## config.mk

```make
export PLATFORM = sky130hd
export DESIGN_NAME = stepper_valve_position_controller_core_flat
export DESIGN_NICKNAME = d
export VERILOG_FILES = /design/src/rtl/core/svpc_pkg.sv /design/src/rtl/core/svpc_if.sv /design/src/rtl/core/stepper_valve_position_controller_core.sv /design/src/rtl/core/svpc_cfg.sv /design/src/rtl/core/svpc_step.sv /design/src/flat_wrapper.sv
export SDC_FILE = /design/constraint.sdc
export NUM_CORES = 1
export LEC_CHECK = 0
export ABC_CLOCK_PERIOD_IN_PS = 7100
export BUFFER_PORTS_ARGS = -buffer_cell sky130_fd_sc_hd__buf_2
export CAP_MARGIN = 20
export CORE_UTILIZATION = 45
export CTS_CLUSTER_DIAMETER = 150
export CTS_CLUSTER_SIZE = 12
export DETAILED_ROUTE_END_ITERATION = 8
export PLACE_DENSITY_LB_ADDON = 0.2
export SYNTH_ARGS = -nofsm -noshare
export SYNTH_HDL_FRONTEND = slang
export SYNTH_SLANG_ARGS = --single-unit
```

## constraint.sdc

```tcl
create_clock -name clk -period 7.1 [get_ports clk]
set_input_delay 1.42 -clock clk [delete_from_list [all_inputs] [get_ports clk]]
set_output_delay 1.42 -clock clk [all_outputs]
set_load 0.01 [all_outputs]
```

## src/rtl/core/svpc_pkg.sv

```systemverilog
`timescale 1ns / 1ps
// ----------------------------------------------------------------------------
// svpc_pkg
// Types, codes and constants shared by the valve stepper controller core.
// ----------------------------------------------------------------------------
package svpc_pkg;

    typedef enum logic [2:0] {
        CMD_TICK   = 3'd0,
        CMD_START  = 3'd1,
        CMD_STOP   = 3'd2,
        CMD_SET    = 3'd3,
        CMD_NUDGE  = 3'd4,
        CMD_HOME   = 3'd5,
        CMD_SWEEP  = 3'd6
    } cmd_t;

    typedef enum logic [1:0] {
        REG_STEP_INTERVAL = 2'd0,
        REG_IDLE_RELEASE  = 2'd1,
        REG_HOME_STEPS    = 2'd2,
        REG_NUDGE_GAIN    = 2'd3
    } cfg_idx_t;

    typedef enum logic [1:0] {
        ST_LOCKED   = 2'd0,
        ST_MOVING   = 2'd1,
        ST_HOMING   = 2'd2,
        ST_SWEEPING = 2'd3
    } status_t;

    localparam logic signed [1:0] DIR_NONE = 2'sb00;
    localparam logic signed [1:0] DIR_FWD  = 2'sb01;
    localparam logic signed [1:0] DIR_REV  = 2'sb11;

    localparam logic [9:0]  STEP_INTERVAL_RST = 10'd12;
    localparam logic [15:0] IDLE_RELEASE_RST  = 16'd250;
    localparam logic [9:0]  HOME_STEPS_RST    = 10'd300;
    localparam logic [4:0]  NUDGE_GAIN_RST    = 5'd5;

    localparam logic [9:0]  TSS_MAX = 10'h3FF;
    localparam logic [15:0] TSF_MAX = 16'hFFFF;

    typedef struct packed {
        logic [9:0]  step_interval;
        logic [15:0] idle_release;
        logic [9:0]  home_steps;
        logic [4:0]  nudge_gain;
    } cfg_t;

    typedef struct packed {
        logic running;
        logic homing;
        logic sweeping;
        logic sweep_up;
        logic energized;
    } flags_t;

    // coil order: a+, a-, b+, b-
    function automatic logic [3:0] coil_row(input logic [1:0] phase);
        logic [3:0] row;
        case (phase)
            2'd0:    row = 4'b1010;
            2'd1:    row = 4'b0110;
            2'd2:    row = 4'b0101;
            default: row = 4'b1001;
        endcase
        return row;
    endfunction

endpackage

```

## src/rtl/core/svpc_if.sv

```systemverilog
`timescale 1ns / 1ps
// ----------------------------------------------------------------------------
// svpc interfaces
// Command word channel and result word channel, valid/ready handshake.
// ----------------------------------------------------------------------------
interface svpc_cmd_if;
    logic              valid;
    logic              ready;
    logic [2:0]        command;
    logic signed [9:0] amount;

    modport source (output valid, command, amount, input ready);
    modport sink   (input valid, command, amount, output ready);
endinterface

interface svpc_res_if;
    logic              valid;
    logic              ready;
    logic              coil_a_plus;
    logic              coil_a_minus;
    logic              coil_b_plus;
    logic              coil_b_minus;
    logic [7:0]        position;
    logic [7:0]        target_position;
    logic signed [1:0] spin_direction;
    logic              stepped;
    logic [1:0]        status;

    modport source (output valid, coil_a_plus, coil_a_minus, coil_b_plus, coil_b_minus,
                    position, target_position, spin_direction, stepped, status,
                    input ready);
    modport sink   (input valid, coil_a_plus, coil_a_minus, coil_b_plus, coil_b_minus,
                    position, target_position, spin_direction, stepped, status,
                    output ready);
endinterface

```

## src/rtl/core/stepper_valve_position_controller_core.sv

```systemverilog
`timescale 1ns / 1ps
// ----------------------------------------------------------------------------
// stepper_valve_position_controller_core
// Full-step valve stepper controller: one command word in, one result word out.
// The result word is registered: valid in the cycle after the command is taken.
// Throughput: 1 word per cycle while res.ready; one result register holds on stall.
// Reset (rst_n, async low): motor state cleared, cfg at defaults; coils not reset.
// ----------------------------------------------------------------------------
module stepper_valve_position_controller_core
    import svpc_pkg::*;
#(
    parameter int MAX_POSITION = 255
)
(
    input  logic        clk,
    input  logic        rst_n,
    input  logic        cfg_we,
    input  logic [1:0]  cfg_index,
    input  logic [15:0] cfg_data,
    svpc_cmd_if.sink    cmd,
    svpc_res_if.source  res
);

    localparam int PW = $clog2(MAX_POSITION + 1);

    cfg_t              cfg;
    flags_t            flags_reg, flags_next;
    logic [1:0]        phase_reg, phase_next;
    logic [PW-1:0]     pos_reg, pos_next;
    logic [PW-1:0]     tgt_reg, tgt_next;
    logic [9:0]        tss_reg, tss_next;
    logic [15:0]       tsf_reg, tsf_next;
    logic [9:0]        home_left_reg, home_left_next;
    logic signed [1:0] last_dir_reg, last_dir_next;
    logic              stepped;
    status_t           status;

    logic              res_valid_reg;
    logic [3:0]        coils_reg;
    logic [7:0]        position_reg;
    logic [7:0]        target_reg;
    logic signed [1:0] dir_reg;
    logic              stepped_reg;
    status_t           status_reg;
    logic              accept;

    svpc_cfg u_cfg (
        .clk       (clk),
        .rst_n     (rst_n),
        .cfg_we    (cfg_we),
        .cfg_index (cfg_index),
        .cfg_data  (cfg_data),
        .cfg       (cfg)
    );

    svpc_step #(
        .MAX_POSITION (MAX_POSITION),
        .PW           (PW)
    ) u_step (
        .cfg            (cfg),
        .command        (cmd.command),
        .amount         (cmd.amount),
        .flags          (flags_reg),
        .phase          (phase_reg),
        .pos            (pos_reg),
        .tgt            (tgt_reg),
        .tss            (tss_reg),
        .tsf            (tsf_reg),
        .home_left      (home_left_reg),
        .last_dir       (last_dir_reg),
        .flags_next     (flags_next),
        .phase_next     (phase_next),
        .pos_next       (pos_next),
        .tgt_next       (tgt_next),
        .tss_next       (tss_next),
        .tsf_next       (tsf_next),
        .home_left_next (home_left_next),
        .last_dir_next  (last_dir_next),
        .stepped        (stepped),
        .status         (status)
    );

    assign cmd.ready = !res_valid_reg || res.ready;
    assign accept    = cmd.valid && cmd.ready;

    always_ff @(posedge clk or negedge rst_n)
    begin
        if (!rst_n)
        begin
            flags_reg     <= '{running: 1'b0, homing: 1'b0, sweeping: 1'b0,
                               sweep_up: 1'b1, energized: 1'b0};
            phase_reg     <= '0;
            pos_reg       <= '0;
            tgt_reg       <= '0;
            tss_reg       <= '0;
            tsf_reg       <= '0;
            home_left_reg <= '0;
            last_dir_reg  <= DIR_NONE;
            res_valid_reg <= 1'b0;
        end
        else
        begin
            if (accept)
            begin
                flags_reg     <= flags_next;
                phase_reg     <= phase_next;
                pos_reg       <= pos_next;
                tgt_reg       <= tgt_next;
                tss_reg       <= tss_next;
                tsf_reg       <= tsf_next;
                home_left_reg <= home_left_next;
                last_dir_reg  <= last_dir_next;
                res_valid_reg <= 1'b1;
            end
            else if (res.ready)
            begin
                res_valid_reg <= 1'b0;
            end
        end
    end

    // result payload
    always_ff @(posedge clk)
    begin
        if (accept)
        begin
            coils_reg    <= flags_next.energized ? coil_row(phase_next) : 4'b0000;
            position_reg <= 8'(pos_next);
            target_reg   <= 8'(tgt_next);
            dir_reg      <= last_dir_next;
            stepped_reg  <= stepped;
            status_reg   <= status;
        end
    end

    assign res.valid           = res_valid_reg;
    assign res.coil_a_plus     = coils_reg[3];
    assign res.coil_a_minus    = coils_reg[2];
    assign res.coil_b_plus     = coils_reg[1];
    assign res.coil_b_minus    = coils_reg[0];
    assign res.position        = position_reg;
    assign res.target_position = target_reg;
    assign res.spin_direction  = dir_reg;
    assign res.stepped         = stepped_reg;
    assign res.status          = status_reg;

endmodule

```

## src/rtl/core/svpc_cfg.sv

```systemverilog
`timescale 1ns / 1ps
// ----------------------------------------------------------------------------
// svpc_cfg
// Configuration register file, written through a plain write port.
// ----------------------------------------------------------------------------
module svpc_cfg
    import svpc_pkg::*;
(
    input  logic        clk,
    input  logic        rst_n,
    input  logic        cfg_we,
    input  logic [1:0]  cfg_index,
    input  logic [15:0] cfg_data,
    output cfg_t        cfg
);

    cfg_t cfg_reg;
    cfg_t cfg_next;

    always_comb
    begin
        cfg_next = cfg_reg;
        if (cfg_we)
        begin
            case (cfg_idx_t'(cfg_index))
                REG_STEP_INTERVAL: cfg_next.step_interval = cfg_data[9:0];
                REG_IDLE_RELEASE:  cfg_next.idle_release  = cfg_data;
                REG_HOME_STEPS:    cfg_next.home_steps    = cfg_data[9:0];
                REG_NUDGE_GAIN:    cfg_next.nudge_gain    = cfg_data[4:0];
                default:           cfg_next = cfg_reg;
            endcase
        end
    end

    always_ff @(posedge clk or negedge rst_n)
    begin
        if (!rst_n)
        begin
            cfg_reg.step_interval <= STEP_INTERVAL_RST;
            cfg_reg.idle_release  <= IDLE_RELEASE_RST;
            cfg_reg.home_steps    <= HOME_STEPS_RST;
            cfg_reg.nudge_gain    <= NUDGE_GAIN_RST;
        end
        else
        begin
            cfg_reg <= cfg_next;
        end
    end

    assign cfg = cfg_reg;

endmodule

```

## src/rtl/core/svpc_step.sv

```systemverilog
`timescale 1ns / 1ps
// ----------------------------------------------------------------------------
// svpc_step
// Next-state logic for one command word: tick scheduling, homing, sweep,
// target tracking, clamping and coil release.
// ----------------------------------------------------------------------------
module svpc_step
    import svpc_pkg::*;
#(
    parameter int MAX_POSITION = 255,
    parameter int PW           = 8
)
(
    input  cfg_t              cfg,
    input  logic [2:0]        command,
    input  logic signed [9:0] amount,
    input  flags_t            flags,
    input  logic [1:0]        phase,
    input  logic [PW-1:0]     pos,
    input  logic [PW-1:0]     tgt,
    input  logic [9:0]        tss,
    input  logic [15:0]       tsf,
    input  logic [9:0]        home_left,
    input  logic signed [1:0] last_dir,
    output flags_t            flags_next,
    output logic [1:0]        phase_next,
    output logic [PW-1:0]     pos_next,
    output logic [PW-1:0]     tgt_next,
    output logic [9:0]        tss_next,
    output logic [15:0]       tsf_next,
    output logic [9:0]        home_left_next,
    output logic signed [1:0] last_dir_next,
    output logic              stepped,
    output status_t           status
);

    localparam int SW = ((PW > 15) ? PW : 15) + 2;
    localparam logic [PW-1:0]        POS_MAX   = PW'(MAX_POSITION);
    localparam logic signed [SW-1:0] POS_MAX_S = SW'(MAX_POSITION);
    localparam logic [PW-1:0]        POS_ONE   = PW'(1);

    function automatic logic [PW-1:0] clamp_pos(input logic signed [SW-1:0] v);
        logic [PW-1:0] r;
        if (v < 0)
            r = '0;
        else if (v > POS_MAX_S)
            r = POS_MAX;
        else
            r = v[PW-1:0];
        return r;
    endfunction

    logic [9:0]               tss_inc;
    logic [15:0]              tsf_inc;
    logic                     due;
    logic signed [15:0]       nudge_prod;
    logic signed [SW-1:0]     nudge_sum;
    logic signed [SW-1:0]     amount_ext;

    assign tss_inc    = (tss == TSS_MAX) ? tss : tss + 10'd1;
    assign tsf_inc    = (tsf == TSF_MAX) ? tsf : tsf + 16'd1;
    assign due        = tss_inc >= cfg.step_interval;
    assign nudge_prod = 16'(amount) * 16'($signed({1'b0, cfg.nudge_gain}));
    assign amount_ext = SW'(amount);
    assign nudge_sum  = $signed({{(SW-PW){1'b0}}, tgt}) + SW'(nudge_prod);

    always_comb
    begin
        flags_next     = flags;
        phase_next     = phase;
        pos_next       = pos;
        tgt_next       = tgt;
        tss_next       = tss;
        tsf_next       = tsf;
        home_left_next = home_left;
        last_dir_next  = last_dir;
        stepped        = 1'b0;

        case (command)
            CMD_TICK:
            begin
                tss_next = tss_inc;
                tsf_next = tsf_inc;
                if (flags.homing)
                begin
                    if (due)
                    begin
                        stepped              = 1'b1;
                        phase_next           = phase - 2'd1;
                        last_dir_next        = DIR_REV;
                        tss_next             = '0;
                        tsf_next             = '0;
                        flags_next.energized = 1'b1;
                        if (home_left <= 10'd1)
                        begin
                            home_left_next       = '0;
                            pos_next             = '0;
                            tgt_next             = '0;
                            flags_next.running   = 1'b0;
                            flags_next.sweeping  = 1'b0;
                            flags_next.homing    = 1'b0;
                            flags_next.energized = 1'b0;
                        end
                        else
                        begin
                            home_left_next = home_left - 10'd1;
                        end
                    end
                end
                else if (flags.sweeping && flags.running)
                begin
                    if (due)
                    begin
                        if (flags.sweep_up && pos < POS_MAX)
                        begin
                            stepped              = 1'b1;
                            pos_next             = pos + POS_ONE;
                            phase_next           = phase + 2'd1;
                            last_dir_next        = DIR_FWD;
                            tsf_next             = '0;
                            flags_next.energized = 1'b1;
                        end
                        else if (!flags.sweep_up && pos != '0)
                        begin
                            stepped              = 1'b1;
                            pos_next             = pos - POS_ONE;
                            phase_next           = phase - 2'd1;
                            last_dir_next        = DIR_REV;
                            tsf_next             = '0;
                            flags_next.energized = 1'b1;
                        end
                        else
                        begin
                            flags_next.sweep_up = !flags.sweep_up;
                        end
                        tss_next = '0;
                    end
                end
                else if (flags.running && pos != tgt)
                begin
                    if (due)
                    begin
                        stepped              = 1'b1;
                        tss_next             = '0;
                        tsf_next             = '0;
                        flags_next.energized = 1'b1;
                        if (pos < tgt)
                        begin
                            pos_next      = pos + POS_ONE;
                            phase_next    = phase + 2'd1;
                            last_dir_next = DIR_FWD;
                        end
                        else
                        begin
                            pos_next      = pos - POS_ONE;
                            phase_next    = phase - 2'd1;
                            last_dir_next = DIR_REV;
                        end
                    end
                end
                else if (tsf_inc > cfg.idle_release)
                begin
                    flags_next.energized = 1'b0;
                    last_dir_next        = DIR_NONE;
                end
            end
            CMD_START:
            begin
                flags_next.running = 1'b1;
                tss_next           = '0;
            end
            CMD_STOP:
            begin
                flags_next.running   = 1'b0;
                flags_next.sweeping  = 1'b0;
                flags_next.homing    = 1'b0;
                flags_next.energized = 1'b0;
            end
            CMD_SET:
            begin
                tgt_next           = clamp_pos(amount_ext);
                flags_next.running = 1'b1;
                tss_next           = '0;
            end
            CMD_NUDGE:
            begin
                tgt_next           = clamp_pos(nudge_sum);
                flags_next.running = 1'b1;
                tss_next           = '0;
            end
            CMD_HOME:
            begin
                flags_next.homing  = 1'b1;
                home_left_next     = cfg.home_steps;
                flags_next.running = 1'b1;
                tss_next           = '0;
            end
            CMD_SWEEP:
            begin
                flags_next.sweeping = 1'b1;
                flags_next.sweep_up = 1'b1;
                flags_next.running  = 1'b1;
                tss_next            = '0;
            end
            default:
            begin
                flags_next = flags;
            end
        endcase
    end

    always_comb
    begin
        if (flags_next.homing)
            status = ST_HOMING;
        else if (flags_next.sweeping)
            status = ST_SWEEPING;
        else if (pos_next == tgt_next)
            status = ST_LOCKED;
        else
            status = ST_MOVING;
    end

endmodule

```

## src/flat_wrapper.sv

```systemverilog
// flat-port wrapper written by rule: the top's interface ports become plain ports
module stepper_valve_position_controller_core_flat import svpc_pkg::*;
#(
    parameter int MAX_POSITION = 255
)
  (clk, rst_n, cfg_we, cfg_index, cfg_data, cmd_valid, cmd_command, cmd_amount, cmd_ready, res_valid, res_coil_a_plus, res_coil_a_minus, res_coil_b_plus, res_coil_b_minus, res_position, res_target_position, res_spin_direction, res_stepped, res_status, res_ready);
  svpc_cmd_if cmd_i ();
  svpc_res_if res_i ();
  input  logic clk;
  input  logic rst_n;
  input  logic cfg_we;
  input  logic [1:0] cfg_index;
  input  logic [15:0] cfg_data;
  input wire logic [$bits(cmd_i.valid)-1:0] cmd_valid;
  input wire logic [$bits(cmd_i.command)-1:0] cmd_command;
  input wire logic [$bits(cmd_i.amount)-1:0] cmd_amount;
  output wire logic [$bits(cmd_i.ready)-1:0] cmd_ready;
  output wire logic [$bits(res_i.valid)-1:0] res_valid;
  output wire logic [$bits(res_i.coil_a_plus)-1:0] res_coil_a_plus;
  output wire logic [$bits(res_i.coil_a_minus)-1:0] res_coil_a_minus;
  output wire logic [$bits(res_i.coil_b_plus)-1:0] res_coil_b_plus;
  output wire logic [$bits(res_i.coil_b_minus)-1:0] res_coil_b_minus;
  output wire logic [$bits(res_i.position)-1:0] res_position;
  output wire logic [$bits(res_i.target_position)-1:0] res_target_position;
  output wire logic [$bits(res_i.spin_direction)-1:0] res_spin_direction;
  output wire logic [$bits(res_i.stepped)-1:0] res_stepped;
  output wire logic [$bits(res_i.status)-1:0] res_status;
  input wire logic [$bits(res_i.ready)-1:0] res_ready;
  assign cmd_i.valid = cmd_valid;
  assign cmd_i.command = cmd_command;
  assign cmd_i.amount = cmd_amount;
  assign cmd_ready = cmd_i.ready;
  assign res_valid = res_i.valid;
  assign res_coil_a_plus = res_i.coil_a_plus;
  assign res_coil_a_minus = res_i.coil_a_minus;
  assign res_coil_b_plus = res_i.coil_b_plus;
  assign res_coil_b_minus = res_i.coil_b_minus;
  assign res_position = res_i.position;
  assign res_target_position = res_i.target_position;
  assign res_spin_direction = res_i.spin_direction;
  assign res_stepped = res_i.stepped;
  assign res_status = res_i.status;
  assign res_i.ready = res_ready;
  stepper_valve_position_controller_core #(.MAX_POSITION(MAX_POSITION)) u_core (.clk(clk), .rst_n(rst_n), .cfg_we(cfg_we), .cfg_index(cfg_index), .cfg_data(cfg_data), .cmd(cmd_i), .res(res_i));
endmodule
```

==> results_dict.tcl <==
set metrics [dict create \
    drive_gt1_share_pct 13.43 \
    vias_per_cell 5.690 \
    switching_share_pct 43.38 \
    grt_usage_pct 22.57 \
    maxSlewViolCount 0 \
    pre_cts_ws_ps 170.8 \
    ys_top_cells_by_area "dfrtp_1 (21%), ha_1 (11%), edfxtp_1 (7.2%)" \
    start_util_pct 46.06 \
    timing.rr.start "u_core.u_cfg.cfg[0]" \
    ys_ff_latch 128 \
    grt_max_degree 64 \
    dieArea_mm2 0.02386 \
    cp_max_fo 8 \
    min_period_ps 6521 \
    nFillCells 2160 \
    seq_area_frac_synth_pct 32.00 \
    fin_nets 1384 \
    avgSynthCellArea_um2 8.910 \
    fin_tns_setup_ps 0 \
    synth.most_common_cell "nand2_1" \
    hold_buffers 0 \
    io_pins 63 \
    worstMarginPinSlew_ps 957.6 \
    synthFlopType "dfrtp_1" \
    skew_ps 11.56 \
    yosysTopAreaCell "dfrtp_1" \
    drv_cap 0 \
    cts_resized 0 \
    largest_reg_flops 41 \
    overflow 0 \
    cts_setup_buffers 0 \
    clk_pin_slew_worst_paths_ps 60 \
    wl_per_cell_um 16.86 \
    fp.dieW_um 154.5 \
    synth_edf_count 25 \
    intPower_w 0.002376 \
    worstSetupStartpointType "input pin" \
    port_buffers 62 \
    fmax_mhz 153.3 \
    first_global_vias 8337 \
    clk_latency_ps 430 \
    cts.path.max_buffers 2 \
    combPwrFrac_pct 55.5 \
    synth_top_area_share_pct 21.05 \
    syn_area_mm2 0.01046 \
    yosys_warnings 0 \
    route.detailed.drc 0 \
    multiInputGateArea_mm2 0.006555 \
    p_sw_w 0.001821 \
    hold_class "register to register" \
    routed_wirelength_mm 25.65 \
    startpoint "cmd_amount[3]" \
    ant_nets 0 \
    async_reset_ff_share_pct 80.47 \
    cts_buffers 17 \
    cp.arrival_ps 6790 \
    crit_path_end_kind "register" \
    antenna_found_initial 0 \
    cts.sinks 128 \
    dieHeight_um 154.5 \
    regArea_mm2 0.003347 \
    crit_type "input pin to register" \
    setup_viol_count_final 0 \
    cts_tree "built" \
    firstDrtPassIters 5 \
    p_per_area_mw_per_mm2 362.0 \
    dp_hpwl_mm 18.95 \
    syn_nets 1335 \
    relSlewSlack_pct 35.92 \
    p_seq_share_pct 24.8 \
    root_buffer "clkbuf_16" \
    irDropWorstVdd_mv 0.1903 \
    synthCells 1174 \
    fin_util_pct 51.05 \
    outcome "finished clean" \
    htreeDepth 4 \
    vias 8654 \
    yosys.cell_types.count 78 \
    core-area_mm2 0.02271 \
    rows 55 \
    first_iter_violations 535 \
    place.gp.congestion 0.8602 \
    syn2layout_area_growth_pct 10.84 \
    power.share.clock_pct 19.7 \
    grt_setup_unrepaired "false" \
    ys_top_cells_by_count "nand2_1 (119), inv_1 (104), o21ai_0 (99)" \
    num_antenna_cells 0 \
    required_ps 7370 \
    fin_crit_sh_pct 91.85 \
    leakage_nw 5.302 \
    grt_pass1_wl_mm 42.70 \
    worst_slack_ps 578.7 \
    hold_viol 0 \
    hold_start "u_core.u_cfg.cfg[27]" \
]
-- stage by stage --
step	hold slack [ps]	cell area, um2	power, W	cells
after floorplan	470.9	10460	0.002819	1174
after global placement	490.9	11030	0.003336	1488
after detailed placement	493.8	11030	0.003350	1488
after CTS	506.7	11590	0.004200	1520
after global routing	510.1	11590	0.004590	1521
final	503.2	11590	0.004197	1521
-- placed cells by master, fill, tap and decap left out, types with 13 or more instances in the layout --
cell and n:
nand3_1 30, xnor2_1 23, xor2_1 15, nand2b_1 15
mux2_2 35, buf_2 62, nand4_1 14, dfrtp_1 88
fa_1 37, nand2_1 119, clkbuf_16 17, a31oi_1 17
nor2_1 79, and2_1 52, edfxtp_1 25, inv_1 104
a21o_1 14, o21ai_0 99, and3_1 13, o21a_1 21
a21oi_1 51, dfstp_2 15, nor3_1 28, ha_1 88
-- kinds of logic (layout without fill, tap and decap cells) --
logic type / count (synthesis) / after routing / synth area share, %
flip-flops: 128 / 128 / 32.00
AND/OR/NAND/NOR: 399 / 399 / 19.19
buffers and inverters: 147 / 209 / 5.431
adder cells (fa/ha/maj): 125 / 125 / 17.61
multiplexers: 44 / 44 / 4.629
XOR/XNOR: 39 / 39 / 3.397
AO/OA/AOI/OAI: 292 / 292 / 17.75
-- path summary, 6_finish.rpt --
check | endpoint | slack [ps] | cells after the start
setup reg to reg | u_core.res.status[0] | 1080 | 17
hold reg to reg | u_core.u_cfg.cfg[27] | 500 | 1
setup / recovery | u_core.res.status[0] | 580 | 18
max in group asynchronous | u_core.tsf_reg[9] | 4870 | 2
hold / removal | u_core.u_cfg.cfg[27] | 500 | 1
min in group asynchronous | u_core.pos_reg[2] | 1000 | 1
-- layer usage --
metal / share of wire (%) / global-route usage, % / vias up / wire length [um]
met3: 3.4 / 3.110 / 22 / 871
met5: 0 / 0 / - / 0
met1: 49 / 31.73 / 4195 / 12600
met2: 46 / 36.67 / 197 / 11870
met4: 1.2 / 5.516 / 0 / 307
li1: - / - / 4240 / -
-- layout make-up --
cell class	count	share of cell area [%]
Inverter	105	3.400
Sequential cell	128	28.87
Multi-Input combinational cell	899	56.54
Timing Repair Buffer	72	3.324
Tap cell	285	3.076
Clock buffer	22	4.004
Clock inverter	10	0.7878
-- worst max-delay path, stage by stage --
cell      delay, ps
buf_2           130
and2_1          170
fa_1            540
inv_1            50
fa_1            470
inv_1            50
fa_1            500
fa_1            490
ha_1            360
nand4b_1        150
a211o_1         360
o211ai_2        210
nand2_1          80
o311a_1         470
or3_1           360
or4b_2          650
o2111a_1        140
a31oi_1         180
-- power by group through the flow --
| stage | Combinational (W) | Clock [W] | Sequential [W] |
|---|---|---|---|
| 6_report | 0.00233 | 0.000827 | 0.00104 |
| 4_1_cts | 0.00232 | 0.000840 | 0.00104 |
| 2_1_floorplan | 0.00182 | 0 | 0.00100 |
| 3_5_place_dp | 0.00230 | 0 | 0.00105 |
| 3_3_place_gp | 0.00229 | 0 | 0.00105 |
| 5_1_grt | 0.00266 | 0.000871 | 0.00106 |
Power figures use the tool's default switching activity.
